===== config.mk =====
export PLATFORM = sky130hd
export DESIGN_NAME = cone_hill_height_field
export DESIGN_NICKNAME = d
export VERILOG_FILES = /design/src/hw/rtl/chf_pkg.sv /design/src/hw/rtl/chf_ram.sv /design/src/hw/rtl/chf_isqrt.sv /design/src/hw/rtl/cone_hill_height_field.sv
export VERILOG_INCLUDE_DIRS = /design/src /design/src/hw/rtl
export SDC_FILE = /design/constraint.sdc
export NUM_CORES = 2
export LEC_CHECK = 0
export BUFFER_PORTS_ARGS = -buffer_cell sky130_fd_sc_hd__buf_4
export CAP_MARGIN = 5
export CORE_MARGIN = 3
export CORE_UTILIZATION = 45
export CTS_CLUSTER_DIAMETER = 50
export DETAILED_ROUTE_END_ITERATION = 16
export PLACE_DENSITY = 0.63
export SYNTH_ARGS = -nofsm -noshare
export SYNTH_HDL_FRONTEND = slang
export SYNTH_HIERARCHICAL = 1
export SYNTH_SLANG_ARGS = --single-unit

===== constraint.sdc =====
create_clock -name clk -period 27.5 [get_ports clk]
set_input_delay 1.375 -clock clk [delete_from_list [all_inputs] [get_ports clk]]
set_output_delay 1.375 -clock clk [all_outputs]
set_load 0.05 [all_outputs]

===== src/hw/rtl/cone_hill_height_field_assert.svh =====
// Assertion macros for the hill height field block.
`ifndef CONE_HILL_HEIGHT_FIELD_ASSERT_SVH
`define CONE_HILL_HEIGHT_FIELD_ASSERT_SVH
`ifndef SYNTHESIS
`define CHF_ASSERT_IMPL(label, clk, rst_n, prop) \
	label: assert property (@(posedge clk) disable iff (!rst_n) prop) \
		else $error("assertion failed");
`define CHF_ASSERT_NEXT(label, clk, rst_n, cond, nxt) \
	label: assert property (@(posedge clk) disable iff (!rst_n) (cond) |=> (nxt)) \
		else $error("assertion failed");
`else
`define CHF_ASSERT_IMPL(label, clk, rst_n, prop)
`define CHF_ASSERT_NEXT(label, clk, rst_n, cond, nxt)
`endif
`endif


===== src/hw/rtl/chf_pkg.sv =====
// ----------------------------------------------------------------------------
// chf_pkg
// Shared types and constants of the hill height field block.
// ----------------------------------------------------------------------------
package chf_pkg;
	localparam int VAL_W = 24;
	localparam int POS_W = 10;
	localparam int GRID_SIZE = 1024;      // spans the full position range
	localparam logic [1:0] CMD_LOAD  = 2'd0;
	localparam logic [1:0] CMD_CLEAR = 2'd1;
	localparam logic [1:0] CMD_EVAL  = 2'd2;
	localparam logic [1:0] CMD_SPARE = 2'd3;
	localparam logic [1:0] ST_DONE = 2'd0;
	localparam logic [1:0] ST_DUP  = 2'd1;
	localparam logic [1:0] ST_FULL = 2'd2;
	localparam logic [1:0] REG_VALUE_MIN     = 2'd0;
	localparam logic [1:0] REG_VALUE_MAX     = 2'd1;
	localparam logic [1:0] REG_DEFAULT_VALUE = 2'd2;
	localparam logic signed [VAL_W-1:0] VAL_MAXI = 24'sh7FFFFF;
	localparam logic signed [VAL_W-1:0] VAL_MINI = 24'sh800000;
	localparam int RAD_W = 2*POS_W + 2;   // dx^2+dy^2 fits in 21 bits, one spare
	typedef struct packed {
		logic start;
	} sq_ctl_t;
endpackage


===== src/hw/rtl/chf_ram.sv =====
// ----------------------------------------------------------------------------
// chf_ram
// Generic single port RAM with registered read.
// ----------------------------------------------------------------------------
module chf_ram #(
	parameter int WIDTH = 8,
	parameter int DEPTH = 64
) (
	input  logic clk,
	input  logic we,
	input  logic [$clog2(DEPTH)-1:0] addr,
	input  logic [WIDTH-1:0] wdata,
	output logic [WIDTH-1:0] rdata
);
	logic [WIDTH-1:0] mem_q [DEPTH];
	always_ff @(posedge clk) begin
		if (we)
			mem_q[addr] <= wdata;
		rdata <= mem_q[addr];
	end
endmodule


===== src/hw/rtl/chf_isqrt.sv =====
// ----------------------------------------------------------------------------
// chf_isqrt
// Digit-serial integer square root, one result bit per cycle.
// ----------------------------------------------------------------------------
module chf_isqrt #(
	parameter int IN_W = 38,
	parameter int OUT_W = 19
) (
	input  logic clk,
	input  logic arst_n,
	input  chf_pkg::sq_ctl_t ctl_in,
	input  logic [IN_W-1:0] radicand,
	output logic busy,
	output logic [OUT_W-1:0] root
);
	localparam int RW = 2*OUT_W;
	localparam int CW = $clog2(OUT_W+1);
	logic [RW-1:0] rem_src_q;
	logic [OUT_W+1:0] rem_q;
	logic [OUT_W-1:0] root_q;
	logic [CW-1:0] cnt_q;
	logic [OUT_W+1:0] trial, shifted;
	assign shifted = {rem_q[OUT_W-1:0], rem_src_q[RW-1 -: 2]};
	assign trial = {root_q, 2'b01};
	always_ff @(posedge clk or negedge arst_n) begin
		if (!arst_n) begin
			cnt_q <= '0;
		end else if (ctl_in.start) begin
			cnt_q <= CW'(OUT_W);
		end else if (cnt_q != '0) begin
			cnt_q <= cnt_q - 1'b1;
		end
	end
	always_ff @(posedge clk) begin
		if (ctl_in.start) begin
			rem_src_q <= RW'(radicand);
			rem_q <= '0;
			root_q <= '0;
		end else if (cnt_q != '0) begin
			rem_src_q <= {rem_src_q[RW-3:0], 2'b00};
			if (shifted >= trial) begin
				rem_q <= shifted - trial;
				root_q <= {root_q[OUT_W-2:0], 1'b1};
			end else begin
				rem_q <= shifted;
				root_q <= {root_q[OUT_W-2:0], 1'b0};
			end
		end
	end
	assign busy = (cnt_q != '0);
	assign root = root_q;
endmodule


===== src/hw/rtl/cone_hill_height_field.sv =====
// Load walks the store comparing each held hill's position; eval does the same
// match scan, then a sum pass with one bit-serial square root per hill.
// One item at a time: the next item is taken in the cycle after the result is registered.
// Throughput is set by the square root unit and the store read port.
// Reset clears the hill count, configuration, control and output valid;
// the hill store itself is not cleared.
// ----------------------------------------------------------------------------
// cone_hill_height_field
// Cone hill store with evaluation of grid cells as summed cone heights.
// ----------------------------------------------------------------------------
`include "cone_hill_height_field_assert.svh"
module cone_hill_height_field #(
	parameter int MAX_HILLS = 64,
	parameter int FRAC_BITS = 8
) (
	input  logic clk,
	input  logic arst_n,
	input  logic in_valid,
	output logic in_stall,
	input  logic [1:0] command,
	input  logic [9:0] pos_x,
	input  logic [9:0] pos_y,
	input  logic signed [23:0] hill_height_in,
	output logic out_valid,
	input  logic out_stall,
	output logic [1:0] status,
	output logic signed [23:0] cell_value,
	output logic visible,
	input  logic cfg_we,
	input  logic [1:0] cfg_index,
	input  logic [23:0] cfg_data
);
	localparam int AW = (MAX_HILLS > 1) ? $clog2(MAX_HILLS) : 1;
	localparam int CW = $clog2(MAX_HILLS+1);
	localparam int SQ_IN = chf_pkg::RAD_W + 2*FRAC_BITS;
	localparam int SQ_OUT = (SQ_IN+1)/2;
	localparam int WORD_W = 2*chf_pkg::POS_W + chf_pkg::VAL_W;
	localparam int ACC_W = chf_pkg::VAL_W + CW + 2;

	localparam logic [2:0] S_IDLE = 3'd0;
	localparam logic [2:0] S_SCAN = 3'd1;  // issue read
	localparam logic [2:0] S_WAIT = 3'd2;  // data arrives
	localparam logic [2:0] S_CHK  = 3'd3;  // match test
	localparam logic [2:0] S_SUMR = 3'd4;  // sum pass read
	localparam logic [2:0] S_SQ   = 3'd5;  // root busy
	localparam logic [2:0] S_DONE = 3'd6;

	logic [2:0] state_q;
	logic [1:0] cmd_q;
	logic [1:0] st_q;
	logic [9:0] x_q, y_q;
	logic signed [23:0] h_q;
	logic [CW-1:0] held_q, idx_q;
	logic signed [23:0] vmin_q, vmax_q, vdef_q;
	logic signed [ACC_W-1:0] acc_q;
	logic hit_q;
	logic signed [23:0] hit_h_q;
	logic sq_go_q;
	logic sum_mode_q;
	logic [SQ_IN-1:0] rad_q;
	logic signed [23:0] hh_q;

	logic ram_we;
	logic [AW-1:0] ram_addr;
	logic [WORD_W-1:0] ram_wdata, ram_rdata;
	logic [9:0] rx, ry;
	logic signed [23:0] rh;
	logic sq_busy;
	logic [SQ_OUT-1:0] sq_root;
	chf_pkg::sq_ctl_t sq_ctl;
	logic [9:0] xin, yin;
	logic out_free;

	// Fold positions onto the grid (power-of-two size, so a mask).
	assign xin = pos_x & 10'(chf_pkg::GRID_SIZE - 1);
	assign yin = pos_y & 10'(chf_pkg::GRID_SIZE - 1);
	assign {rx, ry, rh} = ram_rdata;
	assign out_free = !out_valid || !out_stall;
	assign in_stall = (state_q != S_IDLE);

	chf_ram #(.WIDTH(WORD_W), .DEPTH(MAX_HILLS)) u_store (
		.clk(clk), .we(ram_we), .addr(ram_addr), .wdata(ram_wdata), .rdata(ram_rdata)
	);

	assign sq_ctl.start = sq_go_q;
	chf_isqrt #(.IN_W(SQ_IN), .OUT_W(SQ_OUT)) u_sqrt (
		.clk(clk), .arst_n(arst_n), .ctl_in(sq_ctl), .radicand(rad_q),
		.busy(sq_busy), .root(sq_root)
	);

	assign ram_addr = idx_q[AW-1:0];
	assign ram_we = (state_q == S_CHK) && (idx_q == held_q) && (cmd_q == chf_pkg::CMD_LOAD)
		&& (held_q < CW'(MAX_HILLS));
	assign ram_wdata = {x_q, y_q, h_q};

	// Distance inputs, absolute differences.
	logic [9:0] dx, dy;
	logic [SQ_IN-1:0] sqsum;
	assign dx = (x_q >= rx) ? x_q - rx : rx - x_q;
	assign dy = (y_q >= ry) ? y_q - ry : ry - y_q;
	assign sqsum = SQ_IN'(({11'd0, dx} * {11'd0, dx} + {11'd0, dy} * {11'd0, dy}))
		<< (2*FRAC_BITS);

	// Final value path.
	logic signed [23:0] vsat, vlo, vfin;
	always_comb begin
		if (hit_q)
			vsat = hit_h_q;
		else if (acc_q > ACC_W'(chf_pkg::VAL_MAXI))
			vsat = chf_pkg::VAL_MAXI;
		else if (acc_q < ACC_W'(chf_pkg::VAL_MINI))
			vsat = chf_pkg::VAL_MINI;
		else
			vsat = acc_q[23:0];
		vlo = (vsat < vmin_q) ? vmin_q : vsat;
		vfin = (vlo > vmax_q) ? vmax_q : vlo;
	end

	always_ff @(posedge clk or negedge arst_n) begin
		if (!arst_n) begin
			vmin_q <= '0;
			vmax_q <= chf_pkg::VAL_MAXI;
			vdef_q <= '0;
		end else if (cfg_we) begin
			case (cfg_index)
				chf_pkg::REG_VALUE_MIN: vmin_q <= cfg_data;
				chf_pkg::REG_VALUE_MAX: vmax_q <= cfg_data;
				chf_pkg::REG_DEFAULT_VALUE: vdef_q <= cfg_data;
				default: ;
			endcase
		end
	end

	// Raise the result valid when an item finishes, drop it once taken.
	always_ff @(posedge clk or negedge arst_n) begin
		if (!arst_n)
			out_valid <= 1'b0;
		else if (state_q == S_DONE && out_free)
			out_valid <= 1'b1;
		else if (!out_stall)
			out_valid <= 1'b0;
	end

	// Pulse the root start once the hill word has been read in the sum pass.
	always_ff @(posedge clk or negedge arst_n) begin
		if (!arst_n)
			sq_go_q <= 1'b0;
		else
			sq_go_q <= (state_q == S_WAIT) && sum_mode_q;
	end

	always_ff @(posedge clk or negedge arst_n) begin
		if (!arst_n) begin
			state_q <= S_IDLE;
			held_q <= '0;
			idx_q <= '0;
		end else begin
			case (state_q)
				S_IDLE: begin
					if (in_valid) begin
						cmd_q <= command;
						x_q <= xin;
						y_q <= yin;
						h_q <= hill_height_in;
						idx_q <= '0;
						hit_q <= 1'b0;
						acc_q <= '0;
						st_q <= chf_pkg::ST_DONE;
						if (command == chf_pkg::CMD_CLEAR)
							held_q <= '0;
						state_q <= (command == chf_pkg::CMD_LOAD || command == chf_pkg::CMD_EVAL)
							? S_SCAN : S_DONE;
					end
				end
				S_SCAN: begin
					state_q <= (idx_q == held_q) ? S_CHK : S_WAIT;
				end
				S_WAIT: begin
					if (sum_mode_q) begin
						// Sum pass: hill word is here, start its root.
						rad_q <= sqsum;
						hh_q <= rh;
						state_q <= S_SQ;
					end else begin
						state_q <= S_CHK;
					end
				end
				S_CHK: begin
					if (idx_q == held_q) begin
						// Scan finished with no match.
						if (cmd_q == chf_pkg::CMD_LOAD) begin
							if (held_q < CW'(MAX_HILLS))
								held_q <= held_q + 1'b1;
							else
								st_q <= chf_pkg::ST_FULL;
							state_q <= S_DONE;
						end else begin
							idx_q <= '0;
							state_q <= (held_q == '0) ? S_DONE : S_SUMR;
						end
					end else if (rx == x_q && ry == y_q) begin
						if (cmd_q == chf_pkg::CMD_LOAD)
							st_q <= chf_pkg::ST_DUP;
						hit_q <= 1'b1;
						hit_h_q <= rh;
						state_q <= S_DONE;
					end else begin
						idx_q <= idx_q + 1'b1;
						state_q <= S_SCAN;
					end
				end
				S_SUMR: begin
					// Issue the read once the root unit is idle.
					if (sq_go_q == 1'b0 && !sq_busy && idx_q != held_q) begin
						state_q <= S_WAIT;
					end
				end
				S_SQ: begin
					if (!sq_go_q && !sq_busy) begin
						if ($signed({1'b0, sq_root}) < hh_q)
							acc_q <= acc_q + ACC_W'(hh_q) - ACC_W'($signed({1'b0, sq_root}));
						idx_q <= idx_q + 1'b1;
						state_q <= (idx_q + 1'b1 == held_q) ? S_DONE : S_SUMR;
					end
				end
				S_DONE: begin
					// Hold the item here until the result register is free.
					if (out_free) begin
						status <= st_q;
						if (cmd_q == chf_pkg::CMD_EVAL) begin
							cell_value <= vfin;
							visible <= (vsat != vdef_q);
						end else begin
							cell_value <= '0;
							visible <= 1'b0;
						end
						state_q <= S_IDLE;
					end
				end
				default: state_q <= S_IDLE;
			endcase
		end
	end

	// Sum mode flag: set once the match scan ends for an eval.
	always_ff @(posedge clk or negedge arst_n) begin
		if (!arst_n)
			sum_mode_q <= 1'b0;
		else if (state_q == S_IDLE)
			sum_mode_q <= 1'b0;
		else if (state_q == S_CHK && idx_q == held_q && cmd_q == chf_pkg::CMD_EVAL)
			sum_mode_q <= 1'b1;
	end

	`CHF_ASSERT_NEXT(a_count_bound, clk, arst_n, 1'b1, held_q <= CW'(MAX_HILLS))
	`CHF_ASSERT_NEXT(a_stall_busy, clk, arst_n, in_valid && !in_stall, in_stall)
	`CHF_ASSERT_IMPL(a_no_write_full, clk, arst_n, ram_we |-> held_q < CW'(MAX_HILLS))
endmodule

==> Word level (Yosys, flattened, before mapping) <==
Memory sizes are Yosys's and may differ from the RTL's. A register that Yosys moved wholly into a read port is not among the register bits.
Index checks and enable logic that the tools add are counted.
W data, S select, Z words.
{ "op_classes": {"n_addsub": 11, "mul": 2, "n_div": 0, "n_lt_le_gt_ge": 9, "n_eq_ne": 35, "n_shift": 0, "mux": 59, "bitwise_logic": 2, "n_reduce_logical": 41} }
{ "op_table": {"columns": ["op", "count"], "rows": [
  ["$mux W24", 5],
  ["$mux W33", 3],
  ["$mux W38", 2],
  ["$mux W7", 10],
  ["$pmux W33 S2", 1],
  ["$mul A10 B10 Y20", 2],
  ["$sub A10 B10 Y10", 4],
  ["$add A33 B24 Y33", 1],
  ["$gt A33 B24 Y1 const B", 1],
  ["$lt A33 B24 Y1 const B", 1],
  ["$sub A33 B20 Y33", 1],
  ["$gt A24 B24 Y1", 1],
  ["$lt A20 B24 Y1", 1],
  ["$lt A24 B24 Y1", 1],
  ["$mux W3", 8],
  ["$ne A24 B24 Y1", 1],
  ["$add A20 B20 Y21", 1],
  ["$ge A21 B21 Y1", 1],
  ["$pmux W3 S7", 1],
  ["$pmux W7 S3", 1],
  ["$eq A10 B10 Y1", 2],
  ["$ge A10 B10 Y1", 2],
  ["$mux W10", 2],
  ["$ne A2 B2 Y1 const B", 10],
  ["37 further kinds", 96]
]} }
{ "word_totals": {"regBits": 350, "latch_bits": 0, "ramBits": 2816, "mem_bits_ro": 0, "elab_cells": 187, "memories": 1} }
{ "mem_list": {"columns": ["name", "words", "word_bits", "rd", "rd_ports_with_merged_regs", "write_ports", "line", "rtl"], "rows": [
  ["u_store.mem_q", 64, 44, 1, 1, 1, "chf_ram.sv:15", "logic [WIDTH-1:0] mem_q [DEPTH];"]
]} }

==> Logic depth before layout (Yosys ltp) <==
{ "logic_depth": {"word_depth": 8, "mapped_depth": 37} }

==> By module <==
The synthesis kept the hierarchy.
{ "by_module_without_submodules": {"columns": ["mod", "instances", "cells_each", "area_per_inst_um2", "seq_area_each_um2"], "rows": [
  ["chf_ram", 1, 6051, 108554.1, 85441.9],
  ["cone_hill_height_field", 1, 2162, 22151.2, 7676.1],
  ["chf_isqrt", 1, 443, 4481.8, 2026.9]
]} }

==> Worst setup path after synthesis <==
Ideal clock, no wire load.
{ "synth_timing": {"path_kind": "register to register", "start": "register x_q[5]", "end": "register rad_q[36], data pin", "arrival_time_ns": 8.743, "t_required_ns": 27.232, "slack_ns": 18.489, "stages_incl_launch_ff": 33, "synth_period_minus_slack_ns": 9.011, "cell_sequence": "edfxtp_1 > inv_1 > ha_1 > buf_6 > a21o_1 > a21oi_2 > o221ai_2 > o41ai_4 > buf_6 > mux2i_2 > nand2_1 > o211ai_1 > a21oi_1 > xnor2_1 > buf_6 > nor2_2 > fa_1 > fa_1 > inv_1 > fa_1 > inv_1 > fa_1 > fa_1 > fa_1 > fa_1 > ha_1 > a21oi_1 > o21ai_0 > a41oi_1 > a211o_1 > o21ai_0 > o41ai_1 > xnor2_1"} }
{ "synth_between": {"elab_chain_len": 4, "elab_cells_between_ends": 6, "cone_classes": "add/sub (3); mul (1); order compare (1); mux (1)"} }
{ "synth_lines": {"columns": ["item", "line", "rtl"], "rows": [
  ["start, declared", "cone_hill_height_field.sv:51", "logic [9:0] x_q, y_q;"],
  ["start signal, assigned", "cone_hill_height_field.sv:162", "x_q <= xin;"],
  ["$sub A10 B10 Y10 or $ge A10 B10 Y1 (tied branches)", "cone_hill_height_field.sv:99", "assign dx = (x_q >= rx) ? x_q - rx : rx - x_q;"],
  ["$mux W10 *", "cone_hill_height_field.sv:99", null],
  ["$mul A10 B10 Y20 *", "cone_hill_height_field.sv:101", "assign sqsum = SQ_IN'(({11'd0, dx} * {11'd0, dx} + {11'd0, dy} * {11'd0, dy}))"],
  ["$add A20 B20 Y21 *", "cone_hill_height_field.sv:101", null],
  ["net sqsum[36]", "cone_hill_height_field.sv:98", "logic [SQ_IN-1:0] sqsum;"],
  ["end signal, assigned", "cone_hill_height_field.sv:181", "rad_q <= sqsum;"],
  ["end, declared", "cone_hill_height_field.sv:60", "logic [SQ_IN-1:0] rad_q;"]
]} }
Mark *: on every way through the listed nets, which the timed path passes. The rest lies on a longest branch.
A chain may end at the register's enable or synchronous reset.

==> Worst setup path after layout <==
{ "layout_timing": {"start": "register x_q[0]", "end": "register rad_q[35], data pin"} }
The elaborated chain is that of the path after synthesis.

==> impl_results.md <==
* Status: complete, but fails checks
* Failing checks: capacitance limit, slew limit
* Crit-path max cell delay at 0.95 ns
* Worst hold stages at 0
* Chip Height at 554 um
* Area Growth Syn to Fin at 13.1%
* Final setup TNS at 0 ns
* Tcrit/Tclk final at 36.6%
* Top cells by area, synth: edfxtp_1 (67%), a221oi_1 (2.6%), mux2_2 (2.5%)
* # setup viols final at 0
* Post-CTS Resized at 0
* CTS Buf Count at about 360
* Xor/xnor cell area share of the yosys netlist at less than 1%
* Final min period at 10.07 ns
* Synthesis-stage register bit count at between 3k and 4k
* Largest area contributor in the netlist: edfxtp_1
* Largest net degree at the start of global routing at ~120
* CTS tree: yes
* Multi-input gate area at ~0.037 mm^2
* Critical Path AT at 10.68 ns
* Post-synth EDFFs at ~3.0k
* CP endpoint kind: flop
* Fill cells at 24.1k
* Total vias in the final route at 82.6k
* Worst-margin pin slew at 1.51 ns
* Grt met2 use at 40.1%
* CP startpoint kind: flop
* Width of the die at 554 um
* Hold Path Class: flop to flop
* Most used cell, CP: fa_1
* Achievable frequency at 0.0994 GHz
* Clock slew at reported path FFs at approximately 0.06 ns
* Post-DP HPWL at around 230 mm
* Ys async rst share at around 3%
* Postcts setup bufs at 0
* Largest family of logic cells by synthesized area: compound AO/OA/AOI/OAI gates
* I/O Buffers at 105
* Post-synthesis average cell area at between 15 and 20 um^2
* CP required at 28.11 ns
* CP max FO at 66
* Clock Skew at 0.0997 ns
* Register area share after synthesis at a little over two thirds
* YS warnings at 6
* Routed wire length at 407 mm
* FF-to-FF Start: x_q[0]
* Top post-synthesis cells by count: edfxtp_1 (3032), nor2_1 (521), inv_1 (425), a221oi_1 (407), a22oi_1 (334)
* Placer Congestion at 0.847
* DRC at 0
* Core area at 0.298 mm^2
* Crit Path Category: flop to flop
* CTS Sinks at between 3k and 4k
* Die area at just over 0.3 mm^2
* Initial Util at between 40% and 50%
* Clock latency on the worst-skew pair at about 0.95 ns
* Post-Synthesis Cells at about 8.7k
* Post-Syn Area at 0.135 mm^2
* Yosys cell types at 107
* Reg2Reg Depth at 31
* ANT nets after route at 0
* Synth Area in Adders at 4.72%
* Antenna violations before repair at 35
* Total grt overflow at 0
* MaxCap Viol Count at 1
* Vias in the first global route at 80.8k
* Routed vias/inst at 6.30
* Crit path max-delay family: adder cells
* I/O pins at 106
* Row Count at 200
* 1st-iter DRT viols at 11.3k
* Grt peak-use layer: met2
* Slew headroom at -1.64%
* Clock root cell: clkbuf_16
* H-Tree Depth at 5
* Global Route Usage Sum at 25.9%
* FF/Latch Area at about 0.095 mm^2
* Hold_sp: u_store/rdata[19]
* First-pass GRT wire length at 582 mm
* Met1 Track Usage GR at 35.9%
* CP bufs+invs at 7
* Post-synthesis mux area share at 6.23%
* CTS Buffer Depth at 4
* Most frequent cell after synthesis: edfxtp_1
* 1st-pass router iterations at 6
* Simple-Gate Fraction of Synth Area at about 4.3%
* Slowest cell on crit path: o41ai_4
* Grt met3 use at about 6.3%
* Setup slack, reg-to-reg at 17.43 ns
* WP depth at 31
* Avg WL per Cell at 31.0 um
* RSZ-0062 raised after global routing: no
* Final net count at 9354
* Reg-to-reg endpoint: rad_q[35]
* Hold Path Sink: hh_q[19]
* Cts hold-fix bufs at 0
* Top FF cell, synth: edfxtp_1
* Final hold violations at 0
* Share of layout cells above drive strength 1 at roughly 16%
* Synth Area in Compound Gates at 10.6%
* Synth top area share at about two thirds
* Fin. max-slew vios at 2
[layer usage]
metal	vias to the layer above	wire length (um)
met5	-	73
li1	34500	-
met4	10	14800
met2	5033	186000
met1	42200	159000
met3	878	47800
[metrics by stage]
stage | setup slack (ns) | cells | utilization, % | hold slack (ns) | cell area, um^2
floorplan | 18.49 | 8672 | - | 0.400 | 135000
global placement | 17.57 | 12400 | 47.4 | 0.414 | 141000
detailed placement | 17.52 | 12400 | 47.4 | 0.416 | 141000
CTS | 17.42 | 13100 | 51.3 | 0.426 | 153000
global route | 16.87 | 13100 | 51.3 | 0.434 | 153000
finish | 17.43 | 13100 | 51.3 | 0.430 | 153000
[layout make-up]
| class | instances | share of cell area [%] |
|---|---|---|
| sequential | 3211 | 62.2 |
| clock inverter | 222 | 1.46 |
| multi-input combinational | 4513 | 24.0 |
| timing repair buffer | 345 | 1.78 |
| tap | 3939 | 3.22 |
| clock buffer | 434 | 6.16 |
| inverter | 431 | 1.07 |
| antenna | 20 | 0.0327 |
[layout by cell type, fill, tap and decap left out, types with 154 or more instances in the layout]
master     count
a22oi_1      334
inv_1        425
fa_1         154
edfxtp_1    3032
nand2_1      297
nor2_1       452
a221oi_1     407
a21oi_1      325
buf_4        334
mux2_2       295
ha_1         264
o21ai_0      295
clkbuf_16    364
mux2i_1      319
[state kept, by name, indices dropped and copies added (netlist names), 33 cells and up]
signal,count
acc_q,33
u_store/mem_q,2816
u_store/rdata,44
u_sqrt/rem_src_q,38
[cells by family (layout without fill, tap and decap cells)]
| group | count (synthesis) | after routing |
|---|---|---|
| AOI/OAI and AO/OA | 1997 | 1997 |
| xor gates and xnor gates | 124 | 124 |
| adders and majority gates | 418 | 418 |
| buffers and inverters | 948 | 1432 |
| DFF | 3211 | 3211 |
| muxes | 700 | 700 |
| other | 1 | 37 |
| and+or+nand+nor | 1257 | 1257 |
[how the worst max path moves through the flow]
stage	startpoint	end	slack (ns)
detailed placement	x_q[0]	rad_q[35]	17.52
global placement	x_q[0]	rad_q[35]	17.57
floorplan	x_q[5]	rad_q[36]	18.49
finish	x_q[0]	rad_q[35]	17.43
global route	x_q[0]	rad_q[36]	16.87
CTS	x_q[0]	rad_q[35]	17.42
Power is not shown: default switching activity piles up to over one toggle a cycle in this logic, so the estimate is an artifact.
